$ cat src/hdl/balloc_pkg.sv
// Shared constants, codes and types for the block allocator with file table.
`default_nettype none

package balloc_pkg;

    localparam int NUM_BLOCKS      = 128;
    localparam int NUM_ENTRIES     = 16;
    localparam int MAX_FILE_BLOCKS = 8;

    localparam int BAW   = $clog2(NUM_BLOCKS);
    localparam int CW    = $clog2(NUM_BLOCKS + 1);
    localparam int EW    = $clog2(NUM_ENTRIES);
    localparam int ECW   = $clog2(NUM_ENTRIES + 1);
    localparam int IW    = $clog2(MAX_FILE_BLOCKS + 1);
    localparam int PTR_DEPTH = NUM_ENTRIES * MAX_FILE_BLOCKS;
    localparam int PAW   = $clog2(PTR_DEPTH);
    localparam int CMPW  = 8;

    localparam logic [1:0] OP_CREATE = 2'd0;
    localparam logic [1:0] OP_DELETE = 2'd1;

    localparam logic [2:0] ST_OK          = 3'd0;
    localparam logic [2:0] ST_NO_BLOCKS   = 3'd1;
    localparam logic [2:0] ST_NO_ENTRY    = 3'd2;
    localparam logic [2:0] ST_NOT_FOUND   = 3'd3;
    localparam logic [2:0] ST_INDEX_LARGE = 3'd4;
    localparam logic [2:0] ST_SIZE_LARGE  = 3'd5;

    typedef enum logic [3:0] {
        S_IDLE,
        S_COUNT,
        S_CHECK,
        S_ESCAN,
        S_ALLOC,
        S_DEL,
        S_LWAIT,
        S_DONE
    } t_state;

    typedef struct packed {
        logic [BAW-1:0] rd_addr;
        logic           wr_en;
        logic [BAW-1:0] wr_addr;
        logic           wr_data;
    } t_map_req;

endpackage

`default_nettype wire

$ cat src/hdl/balloc_blkmap.sv
// Block in-use map: one-bit memory with per-block valid flags and registered read.
`default_nettype none

module balloc_blkmap
    import balloc_pkg::*;
(
    input  wire logic     i_clk,
    input  wire logic     i_rst_n,
    input  wire t_map_req i_req,
    output logic          o_rd_data
);

    logic                  r_mem [NUM_BLOCKS];
    logic [NUM_BLOCKS-1:0] r_vld;
    logic                  r_q;
    logic                  r_q_vld;
    logic                  r_q_zero;

    always_ff @(posedge i_clk) begin
        if (i_req.wr_en) begin
            r_mem[i_req.wr_addr] <= i_req.wr_data;
        end
        r_q      <= r_mem[i_req.rd_addr];
        r_q_zero <= (i_req.rd_addr == '0);
    end

    always_ff @(posedge i_clk) begin
        if (!i_rst_n) begin
            r_vld   <= '0;
            r_q_vld <= 1'b0;
        end else begin
            r_q_vld <= r_vld[i_req.rd_addr];
            if (i_req.wr_en) begin
                r_vld[i_req.wr_addr] <= 1'b1;
            end
        end
    end

    // Block zero reads as used until it is first written.
    assign o_rd_data = r_q_vld ? r_q : r_q_zero;

endmodule

`default_nettype wire

$ cat src/hdl/block_allocator_with_file_table.sv
// Top level: request sequencer, file-entry table and block pointer memory.
//
// Requests arrive on the input channel (i_valid, o_stall) and one result beat
// per request leaves on the output channel (o_valid, i_stall). A beat is taken
// when valid is high and stall is low. The block handles one request at a time
// and holds o_stall high from acceptance until the result is registered.
// Every request first walks the 128-entry block map, one block per cycle, to
// count free blocks. The entry table is then searched one entry per cycle
// with a single 64-bit name comparator. A create then walks the block map
// again to claim blocks, a delete frees one block per cycle for each block of
// the file, and a lookup reads the registered pointer memory and takes the
// block address in state S_LWAIT. The result sits in an output register; if
// the receiver stalls, the beat holds and the next request waits behind it in
// the final state. Reset empties the file table and marks only block zero in
// use.
`default_nettype none

module block_allocator_with_file_table
    import balloc_pkg::*;
(
    input  wire logic        i_clk,
    input  wire logic        i_rst_n,
    input  wire logic        i_valid,
    output logic             o_stall,
    input  wire logic [1:0]  i_op,
    input  wire logic [63:0] i_file_name,
    input  wire logic [3:0]  i_file_blocks,
    input  wire logic [2:0]  i_block_index,
    output logic             o_valid,
    input  wire logic        i_stall,
    output logic [2:0]       o_status,
    output logic [6:0]       o_block_addr,
    output logic [7:0]       o_free_count
);

    t_state r_state, n_state;

    logic [1:0]  r_op;
    logic [63:0] r_name;
    logic [3:0]  r_want;
    logic [2:0]  r_idx;

    logic [CW-1:0]  r_bcnt, n_bcnt;
    logic           r_pend, n_pend;
    logic [BAW-1:0] r_rd_blk, n_rd_blk;
    logic [CW-1:0]  r_free, n_free;
    logic [ECW-1:0] r_ent, n_ent;
    logic [IW-1:0]  r_i, n_i;
    logic [2:0]     r_status, n_status;
    logic [BAW-1:0] r_addr, n_addr;

    logic           r_o_valid, n_o_valid;
    logic [2:0]     r_o_status, n_o_status;
    logic [6:0]     r_o_addr, n_o_addr;
    logic [7:0]     r_o_free, n_o_free;

    logic [NUM_ENTRIES-1:0] r_used, n_used;
    logic [63:0]            r_ename [NUM_ENTRIES];
    logic [3:0]             r_esize [NUM_ENTRIES];
    logic                   ent_we;

    logic [BAW-1:0] r_ptr_mem [PTR_DEPTH];
    logic [BAW-1:0] r_ptr_q;
    logic           ptr_we;
    logic [PAW-1:0] ptr_wa;
    logic [PAW-1:0] ptr_ra;

    t_map_req map_req;
    logic     map_rd;

    logic [EW-1:0] ent;
    logic          is_create;
    logic          is_delete;
    logic          hit;
    logic          load_out;

    balloc_blkmap u_blkmap (
        .i_clk     (i_clk),
        .i_rst_n   (i_rst_n),
        .i_req     (map_req),
        .o_rd_data (map_rd)
    );

    assign ent       = r_ent[EW-1:0];
    assign is_create = (r_op == OP_CREATE);
    assign is_delete = (r_op == OP_DELETE);
    assign hit       = is_create ? !r_used[ent] : (r_used[ent] && (r_ename[ent] == r_name));

    always_comb begin
        n_state    = r_state;
        n_bcnt     = r_bcnt;
        n_pend     = 1'b0;
        n_rd_blk   = r_rd_blk;
        n_free     = r_free;
        n_ent      = r_ent;
        n_i        = r_i;
        n_status   = r_status;
        n_addr     = r_addr;
        n_used     = r_used;
        ent_we     = 1'b0;
        ptr_we     = 1'b0;
        ptr_wa     = PAW'(ent) * PAW'(MAX_FILE_BLOCKS) + PAW'(r_i);
        ptr_ra     = PAW'(ent) * PAW'(MAX_FILE_BLOCKS) + PAW'(r_i);
        map_req.rd_addr = r_bcnt[BAW-1:0];
        map_req.wr_en   = 1'b0;
        map_req.wr_addr = r_rd_blk;
        map_req.wr_data = 1'b0;
        load_out   = 1'b0;
        o_stall    = (r_state != S_IDLE);

        case (r_state)
            S_IDLE: begin
                if (i_valid) begin
                    n_bcnt  = '0;
                    n_free  = '0;
                    n_state = S_COUNT;
                end
            end
            S_COUNT: begin
                if (r_bcnt != CW'(NUM_BLOCKS)) begin
                    n_bcnt   = r_bcnt + 1'b1;
                    n_pend   = 1'b1;
                end
                if (r_pend && !map_rd) begin
                    n_free = r_free + 1'b1;
                end
                if (r_bcnt == CW'(NUM_BLOCKS) && !r_pend) begin
                    n_state = S_CHECK;
                end
            end
            S_CHECK: begin
                n_ent    = '0;
                n_addr   = '0;
                n_status = ST_OK;
                n_state  = S_ESCAN;
                if (is_create) begin
                    if (CMPW'(r_want) > CMPW'(MAX_FILE_BLOCKS)) begin
                        n_status = ST_SIZE_LARGE;
                        n_state  = S_DONE;
                    end else if (r_free < CW'(r_want)) begin
                        n_status = ST_NO_BLOCKS;
                        n_state  = S_DONE;
                    end
                end
            end
            S_ESCAN: begin
                ptr_ra = PAW'(ent) * PAW'(MAX_FILE_BLOCKS) + PAW'(r_idx);
                if (r_ent == ECW'(NUM_ENTRIES)) begin
                    n_status = is_create ? ST_NO_ENTRY : ST_NOT_FOUND;
                    n_state  = S_DONE;
                end else if (hit) begin
                    n_i    = '0;
                    n_bcnt = '0;
                    if (is_create) begin
                        n_used[ent] = 1'b1;
                        ent_we      = 1'b1;
                        n_state     = S_ALLOC;
                    end else if (is_delete) begin
                        n_state = S_DEL;
                    end else if (CMPW'(r_idx) >= CMPW'(r_esize[ent])
                                 || CMPW'(r_idx) >= CMPW'(MAX_FILE_BLOCKS)) begin
                        n_status = ST_INDEX_LARGE;
                        n_state  = S_DONE;
                    end else begin
                        n_state = S_LWAIT;
                    end
                end else begin
                    n_ent = r_ent + 1'b1;
                end
            end
            S_ALLOC: begin
                if (CMPW'(r_i) == CMPW'(r_want)) begin
                    n_state = S_DONE;
                end else begin
                    if (r_bcnt != CW'(NUM_BLOCKS)) begin
                        n_bcnt   = r_bcnt + 1'b1;
                        n_pend   = 1'b1;
                        n_rd_blk = r_bcnt[BAW-1:0];
                    end
                    if (r_pend && !map_rd) begin
                        map_req.wr_en   = 1'b1;
                        map_req.wr_data = 1'b1;
                        ptr_we          = 1'b1;
                        n_i             = r_i + 1'b1;
                    end
                end
            end
            S_DEL: begin
                map_req.wr_addr = r_ptr_q;
                if (CMPW'(r_i) < CMPW'(r_esize[ent]) && CMPW'(r_i) < CMPW'(MAX_FILE_BLOCKS)) begin
                    n_i    = r_i + 1'b1;
                    n_pend = 1'b1;
                end
                if (r_pend) begin
                    map_req.wr_en = 1'b1;
                end
                if (n_pend == 1'b0 && !r_pend) begin
                    n_used[ent] = 1'b0;
                    n_state     = S_DONE;
                end
            end
            S_LWAIT: begin
                n_addr  = r_ptr_q;
                n_state = S_DONE;
            end
            S_DONE: begin
                if (!r_o_valid || !i_stall) begin
                    load_out = 1'b1;
                    n_state  = S_IDLE;
                end
            end
            default: begin
                n_state = S_IDLE;
            end
        endcase

        n_o_valid  = r_o_valid && i_stall;
        n_o_status = r_o_status;
        n_o_addr   = r_o_addr;
        n_o_free   = r_o_free;
        if (load_out) begin
            n_o_valid  = 1'b1;
            n_o_status = r_status;
            n_o_addr   = 7'(r_addr);
            n_o_free   = 8'(r_free);
        end
    end

    always_ff @(posedge i_clk) begin
        if (!i_rst_n) begin
            r_state   <= S_IDLE;
            r_bcnt    <= '0;
            r_pend    <= 1'b0;
            r_free    <= '0;
            r_ent     <= '0;
            r_i       <= '0;
            r_status  <= ST_OK;
            r_used    <= '0;
            r_o_valid <= 1'b0;
        end else begin
            r_state   <= n_state;
            r_bcnt    <= n_bcnt;
            r_pend    <= n_pend;
            r_free    <= n_free;
            r_ent     <= n_ent;
            r_i       <= n_i;
            r_status  <= n_status;
            r_used    <= n_used;
            r_o_valid <= n_o_valid;
        end
    end

    always_ff @(posedge i_clk) begin
        if (r_state == S_IDLE && i_valid) begin
            r_op   <= i_op;
            r_name <= i_file_name;
            r_want <= i_file_blocks;
            r_idx  <= i_block_index;
        end
        r_rd_blk   <= n_rd_blk;
        r_addr     <= n_addr;
        r_o_status <= n_o_status;
        r_o_addr   <= n_o_addr;
        r_o_free   <= n_o_free;
        if (ent_we) begin
            r_ename[ent] <= r_name;
            r_esize[ent] <= r_want;
        end
    end

    always_ff @(posedge i_clk) begin
        if (ptr_we) begin
            r_ptr_mem[ptr_wa] <= r_rd_blk;
        end
        r_ptr_q <= r_ptr_mem[ptr_ra];
    end

    assign o_valid      = r_o_valid;
    assign o_status     = r_o_status;
    assign o_block_addr = r_o_addr;
    assign o_free_count = r_o_free;

endmodule

`default_nettype wire
$ cat config.mk
export PLATFORM = sky130hd
export DESIGN_NAME = block_allocator_with_file_table
export DESIGN_NICKNAME = d
export VERILOG_FILES = /design/src/hdl/balloc_pkg.sv /design/src/hdl/balloc_blkmap.sv /design/src/hdl/block_allocator_with_file_table.sv
export SDC_FILE = /design/constraint.sdc
export NUM_CORES = 2
export LEC_CHECK = 0
export BUFFER_PORTS_ARGS = -buffer_cell sky130_fd_sc_hd__buf_2
export CAP_MARGIN = 20
export CORE_AREA = 2 2 440 355
export CTS_CLUSTER_DIAMETER = 200
export DETAILED_ROUTE_END_ITERATION = 7
export DIE_AREA = 0 0 442 357
export MAX_ROUTING_LAYER = met4
export PLACE_DENSITY = 0.78
export RECOVER_POWER = 50
export SETUP_SLACK_MARGIN = 0.3
export SYNTH_ARGS = -nofsm -noshare
export SYNTH_HDL_FRONTEND = slang
export SYNTH_SLANG_ARGS = --single-unit
$ cat constraint.sdc
create_clock -name i_clk -period 11.3 [get_ports i_clk]
set_input_delay 0.565 -clock i_clk [delete_from_list [all_inputs] [get_ports i_clk]]
set_output_delay 0.565 -clock i_clk [all_outputs]
set_load 0.1 [all_outputs]
[Yosys cells after proc, flatten, opt, wreduce, memory -nomap -nowiden]
Memory sizes are Yosys's and may differ from the RTL's. A register that Yosys moved wholly into a read port is not among the register bits.
Cells that the tools add are included.
Widths: inputs -> output; s select.
Storage, ports and cells
  register bits after elaboration: 285
  bits in writable memories: 2112
  memories kept: 4
Operators by class
  add/subtract/negate cells: 6
  magnitude comparators: 10
  eq/ne operators: 30
  muxes and demuxes: 86
  bitwise gates (word level): 6
  reduce and logical (&&, ||, !) cells: 33
Memories
  r_ename: depth 16, width 64, rd ports 1, clocked after Yosys merged registers in 1, wr ports 1, line block_allocator_with_file_table.sv:58  | logic [63:0] r_ename [NUM_ENTRIES];
  r_ptr_mem: depth 128, width 7, rd ports 1, clocked after Yosys merged registers in 1, wr ports 1, line block_allocator_with_file_table.sv:62  | logic [BAW-1:0] r_ptr_mem [PTR_DEPTH];
  u_blkmap.r_mem: depth 128, width 1, rd ports 1, clocked after Yosys merged registers in 1, wr ports 1, line balloc_blkmap.sv:13  | logic r_mem [NUM_BLOCKS];
  r_esize: depth 16, width 4, rd ports 1, clocked after Yosys merged registers in 1, wr ports 1, line block_allocator_with_file_table.sv:59  | logic [3:0] r_esize [NUM_ENTRIES];
Operators with widths (count)
  $or 128x128->128: 1
  $eq 64x64->1: 1
  $mux 16: 4
  $mux 4: 16
  $mux 8: 6
  $pmux 16 s2: 1
  $pmux 4 s8: 1
  $pmux 8 s4: 1
  $mux 1: 30
  $mux 3: 10
  $ne 2x2->1 const B: 13
  $add 8x1->8 const B: 2
  $and 16x16->16: 1
  $eq 4x3->1 const B: 4
  $lt 7x8->1 const B: 2
  $not 16->16: 1
  $or 16x16->16: 1
  $pmux 8 s2: 1
  $reduce_and 5->1: 3
  $mux 7: 2
  $pmux 7 s2: 1
  $ne 3x3->1 const B: 4
  $pmux 4 s3: 1
  $reduce_and 6->1: 2
  40 further kinds: 62

[Logic depth before layout (Yosys ltp)]
  word-level depth: 9
  gate-level depth with buffers: 20
  depth with buffers taken out: 12

[By module]
From an unflattened synthesis, not the netlist that was laid out.
Second synthesis, totals
  cell total of the unflattened synthesis: 5274
  area total of the unflattened synthesis: 95683.0 sq um
Modules (own cells, without submodules)
  block_allocator_with_file_table: instances 1, cells an instance 4373, area an instance 85169.2 sq um, sequential area each 63931.3 sq um
  balloc_blkmap: instances 1, cells an instance 901, area an instance 10513.8 sq um, sequential area each 6466.2 sq um

[Worst setup path after synthesis]
No wires, ideal clock.
  kind: register to register
  from: register r_ent[0]
  to: memory r_ename[3][0], enable pin
  setup time: 0.662 ns
  arrival time: 8.425 ns
  data required time: 10.638 ns
  setup slack: 2.213 ns
  stages on the path, launching flop included: 8
  path buffers: 1
  clock period less this slack: 9.087 ns
  path through: dfxtp_1 > clkbuf_1 > mux4_2 > a22oi_1 > nand2_1 > nor2_1 > nand2_1 > nor4_1
On the way
  longest elaborated chain between the ends: 9
  elaborated cells between the ends (all ways): 11
RTL lines
  from (decl): line block_allocator_with_file_table.sv:47  | logic [ECW-1:0] r_ent, n_ent;
  from (signal assigned): line block_allocator_with_file_table.sv:245  | r_ent <= n_ent;
  $bmux 1 s4: line block_allocator_with_file_table.sv:87  | assign hit = is_create ? !r_used[ent] : (r_used[ent] && (r_ename[ent] == r_name));
  $mux 1 (not written as such): line block_allocator_with_file_table.sv:87
  $logic_and 1x1->1 / $logic_not 1->1 (equally long branches): line block_allocator_with_file_table.sv:87
  $mux 1: line block_allocator_with_file_table.sv:87
  $mux 1: line block_allocator_with_file_table.sv:151  | end else if (hit) begin
  $mux 1: line block_allocator_with_file_table.sv:148  | if (r_ent == ECW'(NUM_ENTRIES)) begin
  $mux 1: line block_allocator_with_file_table.sv:111  | case (r_state)
  $mux 1: line block_allocator_with_file_table.sv:265  | if (ent_we) begin
  $mux 1 (not written as such): line block_allocator_with_file_table.sv:266  | r_ename[ent] <= r_name;
  to (decl): line block_allocator_with_file_table.sv:58
Parallel ways exist; a longest one is shown, timed or not. The select of a mux whose other input is x is not followed.

==> run summary <==
Setup bufs post-CTS - 0
Clock Root Buffer - clkbuf_16
Post-Syn Area - 95900 um^2
PD cells - 177 nW/um^2
Vias in the first global route - 55300
FMAX - 158 MHz
Register area share after synthesis - 73.4%
Filler cell count - 9548
CP arrival - 6790 ps
Post-Route WL - 240000 um
# nets final - 6490
Fin util - 69.0%
Largest net degree at the start of global routing - 164
Post-cts hold buffer count - 72
Setup crit start kind - flip-flop
Slew Limit Headroom - -197%
Worst reg2reg path startpoint - r_state[2]$_SDFFE_PN0P_
Antenna Nets Post-Route - 0
Ys Warns - 0
Worst clock skew - 34.0 ps
Distinct cells, synth - 81
Post-route insts no fill - 8617
Gpl congestion - 0.891
Crit-path cells - nand2b_1 > nor2_1 > nand2_1 > nor2_1 > inv_1 > nor2_1 > nand3_2 > nor2_1
Cell Rows - 129
Async set or reset register ratio after synthesis - 0%
Drt initial violations - 9478
Syn_area_per_cell - 15.3 um^2
Clk Latency, worst-skew pair - 860 ps
Total grt overflow - 0
Area grow syn2layout - 10.5%
Violations in the final reports - design-rule violations, max-capacitance violations, max-slew violations
First-pass GRT wire length - 355000 um
Layout cells sized above 1 - 12.6%
Crit path max-delay cell type - nor2_1
Worst Hold Endpoint - o_valid$_SDFF_PN0_
Routed wl met3 - 31100 um
Int Pwr - 0.0144 W
Period Utilization, post-route - 56.0%
Antenna violations before repair - 6
Drt pass-1 iters - 8
DRT met1 WL - 93600 um
Die area - 158000 um^2
Vias per cell - 6.63
Vias - 57100
Dominant synthesized flop cell - edfxtp_1
Design Power - 0.0188 W
Status - finished, violations left
CTS tree - yes
Final hold violation count - 0
Initial core utilization - 62.5%
CP Launch Point - r_state[2]$_SDFFE_PN0P_
WP data required - 11770 ps
Max incr delay on CP - 1920 ps
H-tree depth - 4
Cell count after synthesis - 6270
Multi-input logic area - 24000 um^2
Worst R2R Setup Slack - 4980 ps
Crit Path Max Fanout - 41
Post-CTS resize count - 0
Number of synthesized register bits - 2408
Post-synth EDFFs - 2217
DR DRC count - 2
R2R Path End - r_ptr_mem[46][6]$_DFFE_PP_
Core region area - 153000 um^2
Minimum clock period - 6320 ps
Worst-path clk slew - 60 ps
Sw Pwr - 0.00437 W
DR WL/cell - 27.9 um
Inserted Clock Buffers - 221
Syn Nets - 6366
DIE HEIGHT - 357 um
Fin. max-slew vios - 1286
Crit path kind - flip-flop to flip-flop
Clock Path Buffers - 3
Combinational share of power - 6.5%
Max cap viols - 24
Met2 routed WL - 108000 um
Buffers on Ports - 96
Setup TNS - 0 ps
Worst Hold Class - input pin to flip-flop
Chip width - 442 um
Clock Sink Count - 2408
Tightest Pin Transition - 4450 ps
Most used cell along the critical path - nor2_1
Sw Ratio - 23.3%
# placed instances - 8124
Ports - 97
Hold depth - 3
DP HPWL - 133000 um
Leak Pwr - 34.2 nW
Final setup vio count - 0
CP Capture Type - flip-flop
Sequential power share - 54.8%
GR Util All Layers - 31.3%
Maximum VDD drop - 0.171 mV
Hold slack - 60.1 ps
Worst Min Path Start - i_stall
FF+latch area - 70400 um^2
Unrepaired setup endpoints after global routing - false
Clock power frac - 38.6%
R2R depth - 8
Max layer used - met4
layout by cell type, fill, tap and decap left out, types with 33 or more instances in the layout:
master,netlist,final
a211oi_1,33,33
a21oi_1,79,78
a311oi_1,149,149
a31oi_1,46,46
and3_1,87,87
buf_2,52,39
buf_4,21,62
clkbuf_1,252,130
clkbuf_16,0,227
clkinv_1,1,47
clkinv_2,0,54
dfxtp_1,191,186
dlygate4sd3_1,0,72
edfxtp_1,2217,2217
mux2i_1,149,146
mux4_2,316,316
nand2_1,1036,1035
nand3_1,470,468
nor2_1,580,580
o21ai_0,43,42
xnor2_1,38,37
xor2_1,42,41
routing by layer:
layer,global-route usage (%),vias up
met5,-,-
met4,9.56,0
li1,-,24200
met1,44.9,28600
met3,7.69,519
met2,44.9,3865
state kept, by name (all words and copies together), names as in the netlist, 8 cells and up, named ones only:
| register | count |
|---|---|
| r_ename | 1024 |
| r_ptr_mem | 896 |
| u_blkmap.r_mem | 128 |
| u_blkmap.r_vld | 128 |
| r_esize | 64 |
| r_name | 64 |
| o_free_count | 8 |
| r_bcnt | 8 |
| r_free | 8 |
cell usage after synthesis (all sizes together), types with 20 or more instances:
cell type  number  share of area [%]
o22ai          21               0.14
and2           20               0.13
nand2b         22               0.14
mux2i         149                1.6
a22oi          29               0.23
buf           117               0.66
edfxtp       2217                 69
nor3           31               0.16
inv            36               0.14
a211oi         33               0.26
o21ai          45               0.24
nand2        1036                4.1
clkbuf        252               0.99
nand4          20               0.13
a311oi        149                1.4
nor2b          24               0.16
xor2           42               0.38
mux4          319                7.5
dfxtp         191                4.0
nand3         470                2.5
mux2           22               0.26
and3           87               0.57
xnor2          38               0.35
nor2          580                2.3
a31oi          47               0.31
or3            20               0.13
a21oi          82               0.44
per-stage QoR:
step | worst slack, ps | cell area, um^2
floorplan | 2210 | 95900
global placement | 5070 | 98400
detailed placement | 5350 | 98400
CTS | 5320 | 106000
global route | 4450 | 106000
finish | 4980 | 106000
kinds of logic after synthesis:
kind of cell,count (synthesis),synth area share [%]
adder cells (fa/ha/maj),19,0.248
flip-flops,2408,73.4
XOR/XNOR,80,0.730
buffers and inverters,406,1.79
multiplexers,490,9.32
AO/OA/AOI/OAI,506,3.91
AND/OR/NAND/NOR,2361,10.6
power by group through the flow:
stage          combinational [W]  clock (W)  sequential (W)
6_report                 0.00122    0.00725          0.0103
2_1_floorplan           0.000750          0          0.0104
3_5_place_dp             0.00118          0          0.0105
4_1_cts                  0.00121    0.00728          0.0103
3_3_place_gp             0.00115          0          0.0104
5_1_grt                  0.00130    0.00763          0.0103
area by class of cell:
| class | instances | share of cell area (%) |
|---|---|---|
| repair buffers | 270 | 1.78 |
| flip-flops and latches | 2408 | 66.5 |
| inverters | 37 | 0.142 |
| well taps | 2030 | 2.40 |
| multi-input cells | 3456 | 22.6 |
| clock buffers | 280 | 5.64 |
| clock inverters | 129 | 0.965 |
| diodes | 7 | 0.0165 |
critical path: cells and delay by family, from the launching register on:
kind	cells	cell delay, ps
and+or+nand+nor	7	4690
DFF	1	870
buffers and inverters	1	340
worst max path at each step:
| stage | end | slack, ps | cells past startpoint |
|---|---|---|---|
| after detailed placement | r_ptr_q[3]$_DFF_P_ | 5350 | 12 |
| final | r_ptr_mem[46][6]$_DFFE_PP_ | 4980 | 8 |
| after global routing | u_blkmap.r_mem[24]$_DFFE_PP_ | 4450 | 6 |
| after global placement | r_bcnt[7]$_SDFFE_PN0P_ | 5070 | 10 |
| after floorplan | r_ename[3][0]$_DFFE_PP_ | 2210 | 7 |
| after CTS | r_status[0]$_SDFFE_PN0P_ | 5320 | 13 |
Note: power is estimated with default switching activity, not from simulation.
